## src/hw/rtl/metasprite_oam_builder_top_macros.svh

```systemverilog
// Assertion macros shared by the metasprite OAM builder RTL.
`ifndef METASPRITE_OAM_BUILDER_TOP_MACROS_SVH
`define METASPRITE_OAM_BUILDER_TOP_MACROS_SVH

`ifndef SYNTH
// Check a condition at every clock edge outside reset.
`define MOB_ASSERT(lbl, cond) \
	lbl: assert property (@(posedge clk) disable iff (!arst_n) (cond)) \
		else $error("mob assertion failed");
// Check that an antecedent implies a consequent in the next clock cycle.
`define MOB_ASSERT_NEXT(lbl, ante, cons) \
	lbl: assert property (@(posedge clk) disable iff (!arst_n) (ante) |=> (cons)) \
		else $error("mob assertion failed");
`else
`define MOB_ASSERT(lbl, cond)
`define MOB_ASSERT_NEXT(lbl, ante, cons)
`endif

`endif

```

## src/hw/rtl/mob_pkg.sv

```systemverilog
// Package: types, constants and helpers of the metasprite OAM builder.
package mob_pkg;

	// Default sprite count of the OAM
	localparam int MAX_SPRITES_DEF = 128;

	// Depth of the queue between front and back
	localparam int QUEUE_DEPTH = 4;
	localparam int QPTR_W      = $clog2(QUEUE_DEPTH);
	localparam int QCNT_W      = $clog2(QUEUE_DEPTH + 1);

	// Configuration port
	localparam int CFG_IDX_W  = 1;
	localparam int CFG_DATA_W = 16;
	localparam logic [CFG_IDX_W-1:0] CFG_MIRROR_SMALL = 1'd0;
	localparam logic [CFG_IDX_W-1:0] CFG_MIRROR_LARGE = 1'd1;

	// Request codes
	localparam logic REQ_ENTRY    = 1'b0;
	localparam logic REQ_SET_SLOT = 1'b1;

	// Cull window on screen X: 0x100..0x1BF
	localparam logic [8:0] CULL_LOW  = 9'h100;
	localparam logic [8:0] CULL_HIGH = 9'h1C0;

	// Attribute word bits
	localparam logic [15:0] ATTR_HFLIP   = 16'h4000;
	localparam logic [15:0] ATTR_VFLIP   = 16'h8000;
	localparam logic [15:0] ATTR_PALETTE = 16'h3000;

	typedef struct packed {
		logic        req_type;
		logic [7:0]  start_slot;
		logic        full_mode;
		logic        h_flip;
		logic        v_flip;
		logic [1:0]  palette_bits;
		logic [8:0]  base_x;
		logic [7:0]  base_y;
		logic [9:0]  x_offset;
		logic [7:0]  y_offset;
		logic [15:0] tile_word;
	} entry_t;

	typedef struct packed {
		logic [6:0]  sprite_number;
		logic [7:0]  pos_x_low;
		logic [7:0]  pos_y;
		logic [7:0]  tile_number;
		logic [7:0]  attribute_byte;
		logic [3:0]  upper_word_index;
		logic [15:0] upper_word;
	} result_t;

	// Classified word handed from front to back
	typedef struct packed {
		logic        req_type;
		logic [7:0]  slot;       // saturated new slot for a set-slot request
		logic        size_big;
		logic [8:0]  spr_x;
		logic [7:0]  spr_y;
		logic [15:0] tile_word;
	} cmd_t;

	// Spread a two-bit pair over all eight sprite positions of a word
	function automatic logic [15:0] replicate2(input logic [1:0] two_bits);
		logic [15:0] pat;
		case (two_bits)
			2'd0:    pat = 16'h0000;
			2'd1:    pat = 16'h5555;
			2'd2:    pat = 16'hAAAA;
			default: pat = 16'hFFFF;
		endcase
		return pat;
	endfunction

endpackage

```

## src/hw/rtl/mob_stream_if.sv

```systemverilog
// Valid/ready stream interface carrying one word of a given payload type.
interface mob_stream_if #(
	parameter type T = logic
);
	logic valid;
	logic ready;
	T     data;

	modport source(output valid, output data, input ready);
	modport sink(input valid, input data, output ready);
endinterface

```

## src/hw/rtl/mob_front.sv

```systemverilog
// Front: holds the mirror registers, computes screen position, culls, builds attributes.
module mob_front
	import mob_pkg::*;
#(
	parameter int MAX_SPRITES = MAX_SPRITES_DEF
) (
	input  logic                  clk,
	input  logic                  arst_n,
	input  logic                  cfg_we,
	input  logic [CFG_IDX_W-1:0]  cfg_addr,
	input  logic [CFG_DATA_W-1:0] cfg_wdata,
	mob_stream_if.sink            entry,
	mob_stream_if.source          cmd
);

	logic [15:0] mirror_small_q;
	logic [15:0] mirror_large_q;

	entry_t      e;
	logic        size_big;
	logic [15:0] mir;
	logic [8:0]  off_x;
	logic [8:0]  sx;
	logic [7:0]  sy;
	logic        culled;
	logic [15:0] ta;
	logic [7:0]  slot_sat;
	cmd_t        c;

	// Write mirror registers
	always_ff @(posedge clk or negedge arst_n) begin
		if (!arst_n) begin
			mirror_small_q <= '0;
			mirror_large_q <= '0;
		end else if (cfg_we) begin
			case (cfg_addr)
				CFG_MIRROR_SMALL: mirror_small_q <= cfg_wdata;
				CFG_MIRROR_LARGE: mirror_large_q <= cfg_wdata;
				default: ;
			endcase
		end
	end

	// Compute screen position and attribute word
	always_comb begin
		e        = entry.data;
		size_big = e.x_offset[9];
		mir      = size_big ? mirror_large_q : mirror_small_q;
		off_x    = e.x_offset[8:0];

		if (e.full_mode && e.h_flip)
			sx = e.base_x - off_x - mir[8:0];
		else
			sx = e.base_x + off_x;

		if (e.full_mode && e.v_flip)
			sy = e.base_y - e.y_offset - mir[7:0];
		else
			sy = e.base_y + e.y_offset;

		ta = e.tile_word;
		if (e.full_mode) begin
			if (e.h_flip)
				ta = ta ^ ATTR_HFLIP;
			if (e.v_flip)
				ta = ta ^ ATTR_VFLIP;
			ta = ta | ({2'b00, e.palette_bits, 12'h000} & ATTR_PALETTE);
		end

		culled = (e.req_type == REQ_ENTRY) && e.full_mode
			&& (sx >= CULL_LOW) && (sx < CULL_HIGH);

		// Saturate the new slot at the sprite count
		if ({1'b0, e.start_slot} > 9'(MAX_SPRITES))
			slot_sat = 8'(MAX_SPRITES);
		else
			slot_sat = e.start_slot;

		c.req_type  = e.req_type;
		c.slot      = slot_sat;
		c.size_big  = size_big;
		c.spr_x     = sx;
		c.spr_y     = sy;
		c.tile_word = ta;
	end

	// Drop culled entries here; pass everything else to the queue
	assign cmd.valid   = entry.valid && !culled;
	assign cmd.data    = c;
	assign entry.ready = cmd.ready;

endmodule

```

## src/hw/rtl/mob_queue.sv

```systemverilog
// Short queue of classified words between front and back.
module mob_queue
	import mob_pkg::*;
(
	input  logic         clk,
	input  logic         arst_n,
	mob_stream_if.sink   wr,
	mob_stream_if.source rd
);

	cmd_t              mem_q [QUEUE_DEPTH];
	logic [QPTR_W-1:0] wptr_q;
	logic [QPTR_W-1:0] rptr_q;
	logic [QCNT_W-1:0] count_q;
	logic              push;
	logic              pop;

	assign wr.ready = (count_q != QCNT_W'(QUEUE_DEPTH));
	assign rd.valid = (count_q != '0);
	assign rd.data  = mem_q[rptr_q];
	assign push     = wr.valid && wr.ready;
	assign pop      = rd.valid && rd.ready;

	// Store pushed word
	always_ff @(posedge clk) begin
		if (push)
			mem_q[wptr_q] <= wr.data;
	end

	// Advance pointers and count
	always_ff @(posedge clk or negedge arst_n) begin
		if (!arst_n) begin
			wptr_q  <= '0;
			rptr_q  <= '0;
			count_q <= '0;
		end else begin
			if (push)
				wptr_q <= wptr_q + 1'b1;
			if (pop)
				rptr_q <= rptr_q + 1'b1;
			case ({push, pop})
				2'b10:   count_q <= count_q + 1'b1;
				2'b01:   count_q <= count_q - 1'b1;
				default: ;
			endcase
		end
	end

endmodule

```

## src/hw/rtl/mob_back.sv

```systemverilog
// Back: write slot, upper attribute table and the result register.
module mob_back
	import mob_pkg::*;
#(
	parameter int MAX_SPRITES = MAX_SPRITES_DEF
) (
	input  logic         clk,
	input  logic         arst_n,
	mob_stream_if.sink   cmd,
	mob_stream_if.source result
);

	localparam int SLOT_W  = $clog2(MAX_SPRITES + 1);
	localparam int IDX_W   = $clog2(MAX_SPRITES);
	localparam int WIDX_W  = (IDX_W > 3) ? IDX_W - 3 : 1;
	localparam int WORDS   = 1 << WIDX_W;

	logic [SLOT_W-1:0] write_slot_q;
	logic [15:0]       upper_q [WORDS];
	logic              out_valid_q;
	result_t           out_data_q;

	cmd_t              c;
	logic              take;
	logic              fire;
	logic              emit;
	logic [6:0]        slot7;
	logic [3:0]        widx4;
	logic [WIDX_W-1:0] widx;
	logic [2:0]        sub;
	logic [15:0]       mask;
	logic [15:0]       new_word;

	assign c    = cmd.data;
	assign take = !out_valid_q || result.ready;
	assign fire = cmd.valid && take;
	assign emit = fire && (c.req_type == REQ_ENTRY)
		&& (write_slot_q < SLOT_W'(MAX_SPRITES));

	// Locate the sprite's pair in the upper table and merge the new bits
	always_comb begin
		slot7    = 7'(write_slot_q);
		widx4    = 4'(slot7 >> 3);
		widx     = widx4[WIDX_W-1:0];
		sub      = slot7[2:0];
		mask     = 16'h0003 << {sub, 1'b0};
		new_word = (upper_q[widx] & ~mask)
			| (replicate2({c.size_big, c.spr_x[8]}) & mask);
	end

	// Update slot and table
	always_ff @(posedge clk or negedge arst_n) begin
		if (!arst_n) begin
			write_slot_q <= '0;
			for (int i = 0; i < WORDS; i++)
				upper_q[i] <= '0;
		end else if (fire) begin
			if (c.req_type == REQ_SET_SLOT) begin
				write_slot_q <= c.slot[SLOT_W-1:0];
			end else if (emit) begin
				write_slot_q  <= write_slot_q + 1'b1;
				upper_q[widx] <= new_word;
			end
		end
	end

	// Hold result until taken
	always_ff @(posedge clk or negedge arst_n) begin
		if (!arst_n)
			out_valid_q <= 1'b0;
		else if (take)
			out_valid_q <= emit;
	end

	always_ff @(posedge clk) begin
		if (emit) begin
			out_data_q.sprite_number    <= slot7;
			out_data_q.pos_x_low        <= c.spr_x[7:0];
			out_data_q.pos_y            <= c.spr_y;
			out_data_q.tile_number      <= c.tile_word[7:0];
			out_data_q.attribute_byte   <= c.tile_word[15:8];
			out_data_q.upper_word_index <= widx4;
			out_data_q.upper_word       <= new_word;
		end
	end

	assign cmd.ready    = take;
	assign result.valid = out_valid_q;
	assign result.data  = out_data_q;

endmodule

```

## src/hw/rtl/metasprite_oam_builder_top.sv

```systemverilog
// Top level of the metasprite OAM builder: front, queue and back.
// Takes one sub-sprite entry or set-slot request per cycle while results are taken, and
// returns at most one OAM result per entry, registered first in the four-word queue and
// then in the result register; an untaken result stalls the back end and fills the queue.
// The upper table is read and rewritten in the same cycle. Culled entries are dropped in
// the front end and entries that arrive with the write slot at MAX_SPRITES in the back
// end; neither gives a result. The mirror registers are written through cfg_we/cfg_addr/
// cfg_wdata, by the user only while the block is idle; the block does not enforce this.
`include "metasprite_oam_builder_top_macros.svh"
module metasprite_oam_builder_top
	import mob_pkg::*;
#(
	parameter int MAX_SPRITES = MAX_SPRITES_DEF
) (
	input  logic                  clk,
	input  logic                  arst_n,
	input  logic                  cfg_we,
	input  logic [CFG_IDX_W-1:0]  cfg_addr,
	input  logic [CFG_DATA_W-1:0] cfg_wdata,
	mob_stream_if.sink            entry,
	mob_stream_if.source          result
);

	mob_stream_if #(.T(cmd_t)) q_in ();
	mob_stream_if #(.T(cmd_t)) q_out ();

	mob_front #(
		.MAX_SPRITES(MAX_SPRITES)
	) u_front (
		.clk       (clk),
		.arst_n    (arst_n),
		.cfg_we    (cfg_we),
		.cfg_addr  (cfg_addr),
		.cfg_wdata (cfg_wdata),
		.entry     (entry),
		.cmd       (q_in)
	);

	mob_queue u_queue (
		.clk    (clk),
		.arst_n (arst_n),
		.wr     (q_in),
		.rd     (q_out)
	);

	mob_back #(
		.MAX_SPRITES(MAX_SPRITES)
	) u_back (
		.clk    (clk),
		.arst_n (arst_n),
		.cmd    (q_out),
		.result (result)
	);

	// A pushed word leaves the queue non-empty
	`MOB_ASSERT_NEXT(a_push_fills, q_in.valid && q_in.ready, q_out.valid)
	// A taken result with nothing popped leaves the output empty
	`MOB_ASSERT_NEXT(a_out_drains, result.valid && result.ready && !q_out.valid, !result.valid)
	// Upper word index follows from the sprite number
	`MOB_ASSERT(a_widx, !result.valid || (result.data.upper_word_index == 4'(result.data.sprite_number >> 3)))

endmodule

```

## src/flat_wrapper.sv

```systemverilog
// flat-port wrapper written by rule: the top's interface ports become plain ports
module metasprite_oam_builder_top_flat import mob_pkg::*;
#(
	parameter int MAX_SPRITES = MAX_SPRITES_DEF
)
  (clk, arst_n, cfg_we, cfg_addr, cfg_wdata, entry_valid, entry_data, entry_ready, result_valid, result_data, result_ready);
  mob_stream_if #(.T(entry_t)) entry_i ();
  mob_stream_if #(.T(result_t)) result_i ();
  input  logic clk;
  input  logic arst_n;
  input  logic cfg_we;
  input  logic [CFG_IDX_W-1:0] cfg_addr;
  input  logic [CFG_DATA_W-1:0] cfg_wdata;
  input wire logic [$bits(entry_i.valid)-1:0] entry_valid;
  input wire logic [$bits(entry_i.data)-1:0] entry_data;
  output wire logic [$bits(entry_i.ready)-1:0] entry_ready;
  output wire logic [$bits(result_i.valid)-1:0] result_valid;
  output wire logic [$bits(result_i.data)-1:0] result_data;
  input wire logic [$bits(result_i.ready)-1:0] result_ready;
  assign entry_i.valid = entry_valid;
  assign entry_i.data = entry_data;
  assign entry_ready = entry_i.ready;
  assign result_valid = result_i.valid;
  assign result_data = result_i.data;
  assign result_i.ready = result_ready;
  metasprite_oam_builder_top #(.MAX_SPRITES(MAX_SPRITES)) u_core (.clk(clk), .arst_n(arst_n), .cfg_we(cfg_we), .cfg_addr(cfg_addr), .cfg_wdata(cfg_wdata), .entry(entry_i), .result(result_i));
endmodule
```

## config.mk

```make
export PLATFORM = sky130hd
export DESIGN_NAME = metasprite_oam_builder_top_flat
export DESIGN_NICKNAME = d
export VERILOG_FILES = /design/src/hw/rtl/mob_pkg.sv /design/src/hw/rtl/mob_stream_if.sv /design/src/hw/rtl/mob_front.sv /design/src/hw/rtl/mob_queue.sv /design/src/hw/rtl/mob_back.sv /design/src/hw/rtl/metasprite_oam_builder_top.sv /design/src/flat_wrapper.sv
export VERILOG_INCLUDE_DIRS = /design/src /design/src/hw/rtl
export SDC_FILE = /design/constraint.sdc
export NUM_CORES = 1
export LEC_CHECK = 0
export ABC_AREA = 1
export BUFFER_PORTS_ARGS = -buffer_cell sky130_fd_sc_hd__buf_2
export CAP_MARGIN = 20
export CORE_ASPECT_RATIO = 0.6
export CORE_MARGIN = 4
export CORE_UTILIZATION = 47
export CTS_CLUSTER_DIAMETER = 120
export CTS_CLUSTER_SIZE = 40
export DETAILED_ROUTE_END_ITERATION = 10
export GPL_TIMING_DRIVEN = 0
export PLACE_DENSITY = 0.67
export SLEW_MARGIN = 20
export SYNTH_ARGS = -nofsm -noshare
export SYNTH_HDL_FRONTEND = slang
export SYNTH_SLANG_ARGS = --single-unit
```

## constraint.sdc

```tcl
create_clock -name clk -period 4.15 [get_ports clk]
set_input_delay 0.2075 -clock clk [delete_from_list [all_inputs] [get_ports clk]]
set_output_delay 0.2075 -clock clk [all_outputs]
set_load 0.03 [all_outputs]
```

# Word-level counts from Yosys, hierarchy flattened
# Memory sizes are Yosys's and may differ from the RTL's.
# Index checks and enable logic that the tools add are counted.
dict set report word_totals {
  reg_bits 349
  ramBits 172
  input_bits 87
  output_inout_bits 61
  elab_cells 108
  n_memories 1
}
dict set report op_classes {
  add_sub_neg 11
  order_cmp 6
  eq_ne 5
  shifts 1
  mux 21
  bitwise 11
  n_reduce_logical 22
}
# memory words word_bits rd rd_ports_with_merged_regs write_ports line_no
set mem_list {}
lappend mem_list {u_core.u_queue.mem_q 4 43 1 0 1 mob_queue.sv:11} ;# cmd_t mem_q [QUEUE_DEPTH];
# operator n
set ops {}
lappend ops {{bitwise mux 256 bit} 1}
lappend ops {{two-way mux 16 bit} 7}
lappend ops {{binary-select mux 16 bit (select 4 bit)} 1}
lappend ops {{demux 16 bit (select 4 bit)} 1}
lappend ops {{case mux 16 bit (3 select lines)} 1}
lappend ops {{AND 16 bit} 2}
lappend ops {{two-way mux 8 bit} 4}
lappend ops {{two-way mux 9 bit} 2}
lappend ops {{subtractor 9 bit} 2}
lappend ops {{inverter 16 bit} 1}
lappend ops {{bitwise OR 16 x 14 -> 16 bit} 1}
lappend ops {{bitwise OR 16 bit} 1}
lappend ops {{left shift 2 x 4 -> 16 bit, first input constant} 1}
lappend ops {{subtractor 8 bit} 2}
lappend ops {{two-way mux 15 bit} 1}
lappend ops {{logical AND 1 bit} 11}
lappend ops {{adder 9 bit} 1}
lappend ops {{greater-or-equal comparator 9 bit, second input constant} 1}
lappend ops {{less-than comparator 9 bit, second input constant} 1}
lappend ops {{adder 8 x 1 -> 8 bit, second input constant} 1}
lappend ops {{adder 8 bit} 1}
lappend ops {{greater-than comparator 8 bit, second input constant} 1}
lappend ops {{less-than comparator 8 bit, second input constant} 1}
lappend ops {{case mux 3 bit (2 select lines)} 1}
lappend ops {{other kinds (18)} 30}

# Depth between registers and ports, before layout
# Gate-level depths: netlist of the first run.
dict set report depth {
  ltp_word 11
  ltp_mapped 24
  depth_no_buf 23
}

# Cells and area by module
# A second synthesis of the first run with hierarchy kept.
dict set report unflattened {
  hier_cells 2998
  hier_area_um2 25642.1
}
# module instances cells_per_inst area_each_um2 seq_area_each_um2
set by_module_without_submodules {}
lappend by_module_without_submodules {mob_back 1 1990 15327.2 8282.9}
lappend by_module_without_submodules {mob_queue 1 561 7340.8 5340.1}
lappend by_module_without_submodules {mob_front 1 447 2974.1 450.4}

# Worst setup path before layout of the first run
# OpenSTA, ideal clock, no wires.
dict set report synth_path {
  path_kind {input to register}
  start {input entry_data[33]}
  end {memory u_core.u_queue.mem_q[0][0] (netlist bit) (enable)}
  setup_ns 0.444
  t_arrival_ns 4.207
  required_time_ns 3.706
  slack_ns -0.500
  path_stages 13
  path_buffers 1
  cell_sequence {buf_2 mux2i_1 fa_1 ha_1 a21oi_1 nand2_1 nand2_1 nand3_1 nand3_1 nand3_1 nand3_1 nand2_1 nor2_1}
}
dict set report synth_via {
  elab_chain_len 11
  elab_cells_between_ends 12
  classes_between {add/sub: 1; order compare: 2; mux: 4; reduce/logical: 5}
}
# item line_no
set synth_rtl {}
lappend synth_rtl {{start: declaration} flat_wrapper.sv:15} ;# input wire logic [$bits(entry_i.data)-1:0] entry_data;
lappend synth_rtl {{two-way mux 9 bit (*)} mob_front.sv:48} ;# mir = size_big ? mirror_large_q : mirror_small_q;
lappend synth_rtl {{subtractor 9 bit (*)} mob_front.sv:52} ;# sx = e.base_x - off_x - mir[8:0];
lappend synth_rtl {{two-way mux 9 bit (*)} mob_front.sv:51} ;# if (e.full_mode && e.h_flip)
lappend synth_rtl {{greater-or-equal comparator 9 bit} mob_front.sv:71} ;# && (sx >= CULL_LOW) && (sx < CULL_HIGH);
lappend synth_rtl {{logical AND 1 bit} mob_front.sv:71}
lappend synth_rtl {{logical AND 1 bit (*)} mob_front.sv:71}
lappend synth_rtl {{logical NOT 1 bit (*)} mob_front.sv:88} ;# assign cmd.valid = entry.valid && !culled;
lappend synth_rtl {{logical AND 1 bit (*)} mob_front.sv:88}
lappend synth_rtl {{logical AND 1 bit (*)} mob_queue.sv:21} ;# assign push = wr.valid && wr.ready;
lappend synth_rtl {{two-way mux 1 bit (*)} mob_queue.sv:26} ;# if (push)
lappend synth_rtl {{two-way mux 1 bit (implied by the code) (*)} mob_queue.sv:27} ;# mem_q[wptr_q] <= wr.data;
lappend synth_rtl {{end: declaration} mob_queue.sv:11}
# Every way passes the cells marked *; elsewhere a longest branch is shown, timed or not.

==> run summary, run 1 <==
Critical path type -> flip-flop to flip-flop
Die area -> 54600 µm²
Power density over the cells -> 670 nW/µm²
Die Span Y -> 183 µm
DPL Wire Length -> 47800 µm
Multi-input logic area -> 8570 µm²
Total GRT Usage -> 23.9%
Worst Setup End Kind -> flip-flop
Period utilisation layout -> 92.2%
Peak VDD IR -> 0.420 mV
Final setup vio count -> 0
Die X -> 299 µm
Routed vias -> 18400
Fmax -> 0.261 GHz
Area of the core -> 49800 µm²
Clock buffer depth -> 3
Status -> finished clean
Total wire length -> 65900 µm
Largest net degree at the start of global routing -> 98
Register area -> 14100 µm²
Synth area leaders -> dfrtp_1 (30%), edfxtp_1 (29%), nand2_1 (17%), a22oi_1 (4.1%), o21ai_0 (2.5%)
Post-synth design cell area -> 23900 µm²
Port buffer count -> 140
Setup bufs post-CTS -> 0
Cell taking the most area after synthesis -> dfrtp_1
Area Growth Syn to Fin -> 11.0%
Avg Vias per Cell -> 5.42
Fin Clk Skew -> 0.0301 ns
Routed Antenna Nets -> 0
Startpoint types -> flip-flop
Final Critical Period -> 3.83 ns
Clk sinks -> 517
Root Driver -> clkbuf_16
Post-synth EDFFs -> 227
Starting Density -> 47.9%
Max Cap Viol -> 0
Placed instance count -> 3335
DRC -> 0
Share of layout cells above drive strength 1 -> 12.2%
Boundary Pins -> 148
Synth Net Count -> 2653
Row cnt -> 63
Max Slew Vio Count -> 0
Fillers -> 4505
Mapped Cells -> 2503
Post-Syn Area per Cell -> 9.54 µm²
Pre-Repair DR Iteration Count -> 6
Num CTS Buffers -> 16
Placed Area -> 25700 µm²
Final hold vios -> 0
#FFs+latches synth -> 517
Post-Layout Cell Count -> 3391
Initial antenna violation count -> 0
Worst-path fanout max -> 23
Worst-Margin Slew -> 0.947 ns
Synth top area share -> 30.4%
DR WL/cell -> 19.4 µm
Worst-Skew Late Latency -> 0.57 ns
1st-iter DRT viols -> 2174
Vias in the first global route -> 17800
Nets -> 2850
Seq/Total Area, Yosys -> 59.0%
Hold WS -> 0.0275 ns
Worst min path class -> input port to flip-flop
Design area -> 26500 µm²
CTS tree -> done
Clk pin slew, worst setup/hold paths -> 0.16 ns
WP data required -> 4.43 ns
First-pass GRT wire length -> 102000 µm
H-tree depth -> 1
Leak -> 12.6 nW
Total number of yosys warnings -> 0
Arr. time, crit path -> 4.11 ns
RSZ-0062 raised after global routing -> no
RePlAce Congestion -> 0.921
Unique cell type count in the Yosys netlist -> 46
FFs w/ async S/R, synth -> 56.1%
Remaining global-route overflow -> 0
Worst slew margin -> 36.8%
Primary FF master, synth -> dfrtp_1
==> worst max-delay path: stages (launching register included) <==
cell and delay, ns:
dfrtp_1 0.42, mux2i_2 0.25, fa_1 0.47, ha_1 0.40, nand2_1 0.13, nor2_1 0.12, nand2_1 0.07, nand4_1 0.07
nand3_1 0.10, nand2_1 0.20, nand3_1 0.12, nand3_2 0.14, nand2_4 0.12, nor2_4 0.63, buf_12 0.27
==> stage by stage <==
step / TNS, ns / total power (W) / setup slack [ns] / util (%)
after CTS: 0 / 0.0176 / 0.0158 / 53.1
after global placement: -1142.68 / 0.0150 / -2.64 / 51.0
final: 0 / 0.0177 / 0.323 / 53.2
after detailed placement: -38.39 / 0.0154 / -0.404 / 51.6
after floorplan: -86.07 / 0.0126 / -0.500 / -
after global routing: 0 / 0.0188 / 0.0438 / 53.2
==> per-layer routing <==
layer	track usage, %	wire length [µm]	vias to the layer above
met1	37.4	30800	9012
met4	2.47	544	0
met3	7.15	7460	34
met5	0	0	-
met2	33.9	27100	735
li1	-	-	8598
==> cell families (layout without fill, tap and decap cells) <==
logic type / after synthesis / after routing / share of synthesized area [%]
simple gates: 1265 / 1265 / 21.2
flops: 517 / 517 / 59.0
compound gates: 357 / 357 / 9.47
buf+inv: 272 / 477 / 5.41
fa+ha+maj: 63 / 63 / 3.87
xor+xnor: 20 / 20 / 0.734
mux: 9 / 9 / 0.383
other cells: 0 / 1 / 0
==> Yosys cell counts, types with 2 or more instances <==
cell	number
a21o_1	3
a21oi_1	33
a22oi_1	129
a31oi_1	5
a32o_1	2
and2_1	12
buf_1	3
buf_2	61
buf_4	11
buf_6	20
clkbuf_1	36
clkinv_1	2
dfrtp_1	290
edfxtp_1	227
fa_1	18
ha_1	45
inv_1	115
inv_2	23
mux2i_1	8
nand2_1	1050
nand2_4	6
nand3_1	31
nand3b_1	2
nand4_1	21
nor2_1	123
nor2_4	17
nor3_1	2
o211ai_1	3
o21ai_0	121
o21ai_2	5
o21bai_1	2
o22ai_1	45
xnor2_1	9
xor2_1	11
==> power breakdown <==
part / total (W) / switching (W) / internal, W
logic: 0.00772 / 0.00546 / 0.00226
registers: 0.00775 / 0.000725 / 0.00702
clock network: 0.00227 / 0.00149 / 0.000780
==> flip-flops by register name, indices dropped and copies added (netlist names) <==
name and flops:
u_core.u_back.result.data 55, u_core.u_back.result.valid 1, u_core.u_back.upper_q 256, u_core.u_back.write_slot_q 8
u_core.u_front.mirror_large_q 9, u_core.u_front.mirror_small_q 9, u_core.u_queue.count_q 3, u_core.u_queue.mem_q 172
u_core.u_queue.rptr_q 2, u_core.u_queue.wptr_q 2
==> cells in the final DEF, fill, tap and decap left out, drive strengths merged, types with 3 or more instances in the layout <==
cell	n
a21o	3
a21oi	34
a22oi	129
a31oi	6
and2	12
buf	245
clkbuf	61
clkinv	3
dfrtp	290
dlygate4sd3	29
edfxtp	227
fa	18
ha	45
inv	139
mux2i	8
nand2	1057
nand3	31
nand4	21
nor2	140
o211ai	3
o21ai	127
o22ai	45
xnor2	9
xor2	11
==> path summary, 6_finish.rpt <==
| path | from | endpoint | slack, ns | depth (start not counted) |
|---|---|---|---|---|
| hold reg to reg | u_core.u_back.upper_q[172] | u_core.u_back.upper_q[172] | 0.50 | 2 |
| hold / removal | entry_data[63] | u_core.u_queue.mem_q[2][41] | 0.03 | 2 |
| max in group asynchronous | arst_n | u_core.u_front.mirror_small_q[4] | 2.52 | 5 |
| setup reg to reg | u_core.u_front.mirror_small_q[4] | u_core.u_queue.mem_q[3][4] | 0.32 | 14 |
| min in group asynchronous | arst_n | u_core.u_back.upper_q[206] | 0.04 | 2 |
| setup / recovery | u_core.u_front.mirror_small_q[4] | u_core.u_queue.mem_q[3][4] | 0.32 | 14 |
==> timing repair <==
| item | 4_1_cts | 5_1_grt |
|---|---|---|
| endpoints found under the hold margin | 186 | 0 |
| resized for setup | 1 | 10 |
| endpoints found under the setup margin | 66 | 89 |
| cloned | 0 | 0 |
| pin swaps | 0 | 2 |
| hold buffers | 29 | 0 |
==> cell type report <==
type / instances / share of cell area [%]
Multi-Input combinational cell: 1714 / 32.4
Antenna cell: 1 / 0.00945
Tap cell: 682 / 3.22
Buffer: 131 / 2.87
Timing Repair Buffer: 179 / 4.65
Clock inverter: 1 / 0.0189
Sequential cell: 517 / 53.1
Clock buffer: 25 / 1.72
Inverter: 141 / 2.01
(Power assumes the default switching activity.)
==> inputs of run 2 (changes only) <==
--- a/config.mk
+++ b/config.mk
@@ -7,7 +7,7 @@
 export NUM_CORES = 1
 export LEC_CHECK = 0
 export ABC_AREA = 1
-export BUFFER_PORTS_ARGS = -buffer_cell sky130_fd_sc_hd__buf_2
+export BUFFER_PORTS_ARGS = -buffer_cell sky130_fd_sc_hd__buf_4
 export CAP_MARGIN = 20
 export CORE_ASPECT_RATIO = 0.6
 export CORE_MARGIN = 4
==> run 2 against run 1 <==
Against the previous run: fmax shrank 0.55%; cell count is essentially flat; non-clock buffer count grew 2; clock-buffer cell count grew 1; flip-flop and latch count is the same; first-iteration DRC count shrank 2.0%; die area is the same; clock power grew 3%; global-route usage grew 0.055 points; largest cell class unchanged.
==> run summary, run 2 (synthesis results as in run 1) <==
Clk sinks -> 517 (unchanged)
Fin util -> 54.1% (was 53.2%)
DRC -> 0 (unchanged)
Largest net degree at the start of global routing -> 103 (was 98)
Area Growth Syn to Fin -> 12.8% (was 11.0%)
Die X -> 299 µm (unchanged)
Fin Clk Skew -> 0.0281 ns (was 0.0301 ns)
Row cnt -> 63 (unchanged)
Startpoint types -> flip-flop (unchanged)
1st-iter DRT viols -> 2130 (was 2174)
Top reg by flops -> u_core.u_back.upper_q (unchanged)
Final worst setup slack -> 0.302 ns (was 0.323 ns)
Final Critical Period -> 3.85 ns (was 3.83 ns)
Die area -> 54600 µm² (unchanged)
Commonest non-fill, non-tap cell in the layout -> nand2_1 (unchanged)
Top cell by count, worst path -> nand2_1 (unchanged)
Peak VDD IR -> 0.336 mV (was 0.420 mV)
Nets -> 2852 (was 2850)
RePlAce Congestion -> 0.915 (was 0.921)
Routed vias -> 18600 (was 18400)
Routed Antenna Nets -> 0 (unchanged)
Area of the core -> 49800 µm² (unchanged)
Worst-path fanout max -> 7 (was 23)
Pre-Repair DR Iteration Count -> 5 (was 6)
Vias in the first global route -> 18000 (was 17800)
Initial antenna violation count -> 0 (unchanged)
Period utilisation layout -> 92.7% (was 92.2%)
Clock buffer depth -> 3 (unchanged)
DR WL/cell -> 19.5 µm (was 19.4 µm)
Total wire length -> 66200 µm (was 65900 µm)
DPL Wire Length -> 47900 µm (was 47800 µm)
Remaining global-route overflow -> 0 (unchanged)
Power density over the cells -> 670 nW/µm² (about the same)
Max Cap Viol -> 0 (unchanged)
CP max stage delay -> 0.47 ns (was 0.63 ns)
Place WS -> -0.399 ns (was -0.404 ns)
Avg Vias per Cell -> 5.48 (was 5.42)
Commonest cells after routing, fill and taps aside -> nand2_1 (1049), dfrtp_1 (290), edfxtp_1 (227) (unchanged)
Fmax -> 0.260 GHz (was 0.261 GHz)
Worst Setup End Kind -> flip-flop (unchanged)
Status -> finished clean (unchanged)
Worst-Skew Late Latency -> 0.58 ns (was 0.57 ns)
Slowest-stage cell, CP -> fa_1 (was nor2_4)
Port buffer count -> 140 (unchanged)
Setup bufs post-CTS -> 0 (unchanged)
Diode count -> 0 (was 1)
Total GRT Usage -> 24.0% (was 23.9%)
H-tree depth -> 1 (unchanged)
Starting Density -> 47.9% (unchanged)
Root Driver -> clkbuf_16 (unchanged)
Arr. time, crit path -> 4.32 ns (was 4.11 ns)
Critical path type -> flip-flop to flip-flop (unchanged)
Max Slew Vio Count -> 0 (unchanged)
Flop-to-flop setup slack -> 0.30 ns (was 0.32 ns)
CTS tree -> done (unchanged)
Crit path cell chain -> mux2i_2, fa_1, ha_1, a21oi_1, nand2_1, nand2_1, nand2_1, nand2_1, nand3_1, nand3_1, nand3_2, nand2_4, ha_1, inv_1, fa_1, a21oi_1, o21ai_0, xor2_1 (was mux2i_2, fa_1, ha_1, nand2_1, nor2_1, nand2_1, nand4_1, nand3_1, nand2_1, nand3_1, nand3_2, nand2_4, nor2_4, buf_12)
WP data required -> 4.62 ns (was 4.43 ns)
Num CTS Buffers -> 16 (unchanged)
Final hold vios -> 0 (unchanged)
First-pass GRT wire length -> 102000 µm (about the same)
Worst-Margin Slew -> 0.958 ns (was 0.947 ns)
Clk pin slew, worst setup/hold paths -> 0.15 ns (was 0.16 ns)
Leak -> 12.8 nW (was 12.6 nW)
Die Span Y -> 183 µm (unchanged)
Final setup vio count -> 0 (unchanged)
Worst slew margin -> 36.1% (was 36.8%)
Worst min path class -> input port to flip-flop (unchanged)
Share of layout cells above drive strength 1 -> 12.3% (was 12.2%)
RSZ-0062 raised after global routing -> no (unchanged)
Largest register FFs -> 256 (unchanged)
Boundary Pins -> 148 (unchanged)
-- run 2: cell count changes in the layout (fill, tap and decap cells not counted), moves of 2 or more --
cell | previous run | this run
mux2i_4 | 0 | 2
buf_16 | 4 | 6
mux2i_2 | 6 | 4
buf_4 | 11 | 150
buf_2 | 200 | 61
-- run 2: per-layer routing --
metal | routed length (µm) | global-route usage [%] | vias to the layer above
met4 | 1060 | 4.24 | 0
met2 | 26800 | 33.4 | 844
li1 | - | - | 8600
met5 | 0 | 0 | -
met1 | 30300 | 37.0 | 9099
met3 | 7950 | 7.53 | 61
-- run 2: critical path: cells and delay by family, from the launching register on --
kind            cells  cell delay [ns]
xor+xnor            1             0.16
flops               1             0.43
simple gates        8             0.89
mux                 1             0.27
buf+inv             1             0.07
fa+ha+maj           4             1.42
compound gates      3             0.50
-- run 2: power breakdown --
part           internal (W)  total, W  switching, W
sequential          0.00702   0.00777      0.000743
clock              0.000844   0.00233       0.00149
combinational       0.00245   0.00795       0.00551
-- run 2: final timing paths --
check                      depth (start not counted)                              from                          endpoint
setup reg to reg                                  18  u_core.u_front.mirror_small_q[2]         u_core.u_queue.count_q[2]
hold reg to reg                                    1         u_core.u_queue.count_q[0]         u_core.u_queue.count_q[0]
hold / removal                                     3                    entry_data[62]       u_core.u_queue.mem_q[0][40]
max in group asynchronous                          4                            arst_n  u_core.u_front.mirror_large_q[3]
min in group asynchronous                          2                            arst_n        u_core.u_back.upper_q[235]
setup / recovery                                  18  u_core.u_front.mirror_small_q[2]         u_core.u_queue.count_q[2]
-- run 2: through the flow --
stage	cell area, µm²	power [W]	TNS (ns)	hold slack [ns]	std cells
floorplan	23900	0.0126	-86.07	-0.0881	2503
global placement	25800	0.0152	-438.37	0.409	3325
detailed placement	26100	0.0156	-25.74	0.300	3336
CTS	26900	0.0179	0	0.0241	3393
global route	26900	0.0190	0	0.0485	3393
finish	26900	0.0180	0	0.0375	3393
-- run 2: cell type report --
| cell class | count | area (µm²) |
|---|---|---|
| inverter | 141 | 532 |
| sequential | 517 | 14100 |
| clock inverter | 1 | 30.0 |
| fill | 4409 | 22900 |
| buffer | 131 | 759 |
| tap | 682 | 853 |
| multi-input combinational | 1714 | 8600 |
| clock buffer | 26 | 459 |
| timing repair buffer | 181 | 1620 |
-- run 2: repair_timing --
item                       CTS  global route
hold endpoints to repair   185             0
pin swaps                    0             1
setup endpoints to repair   45            45
gates resized for setup      2            13
hold buffers                30             0
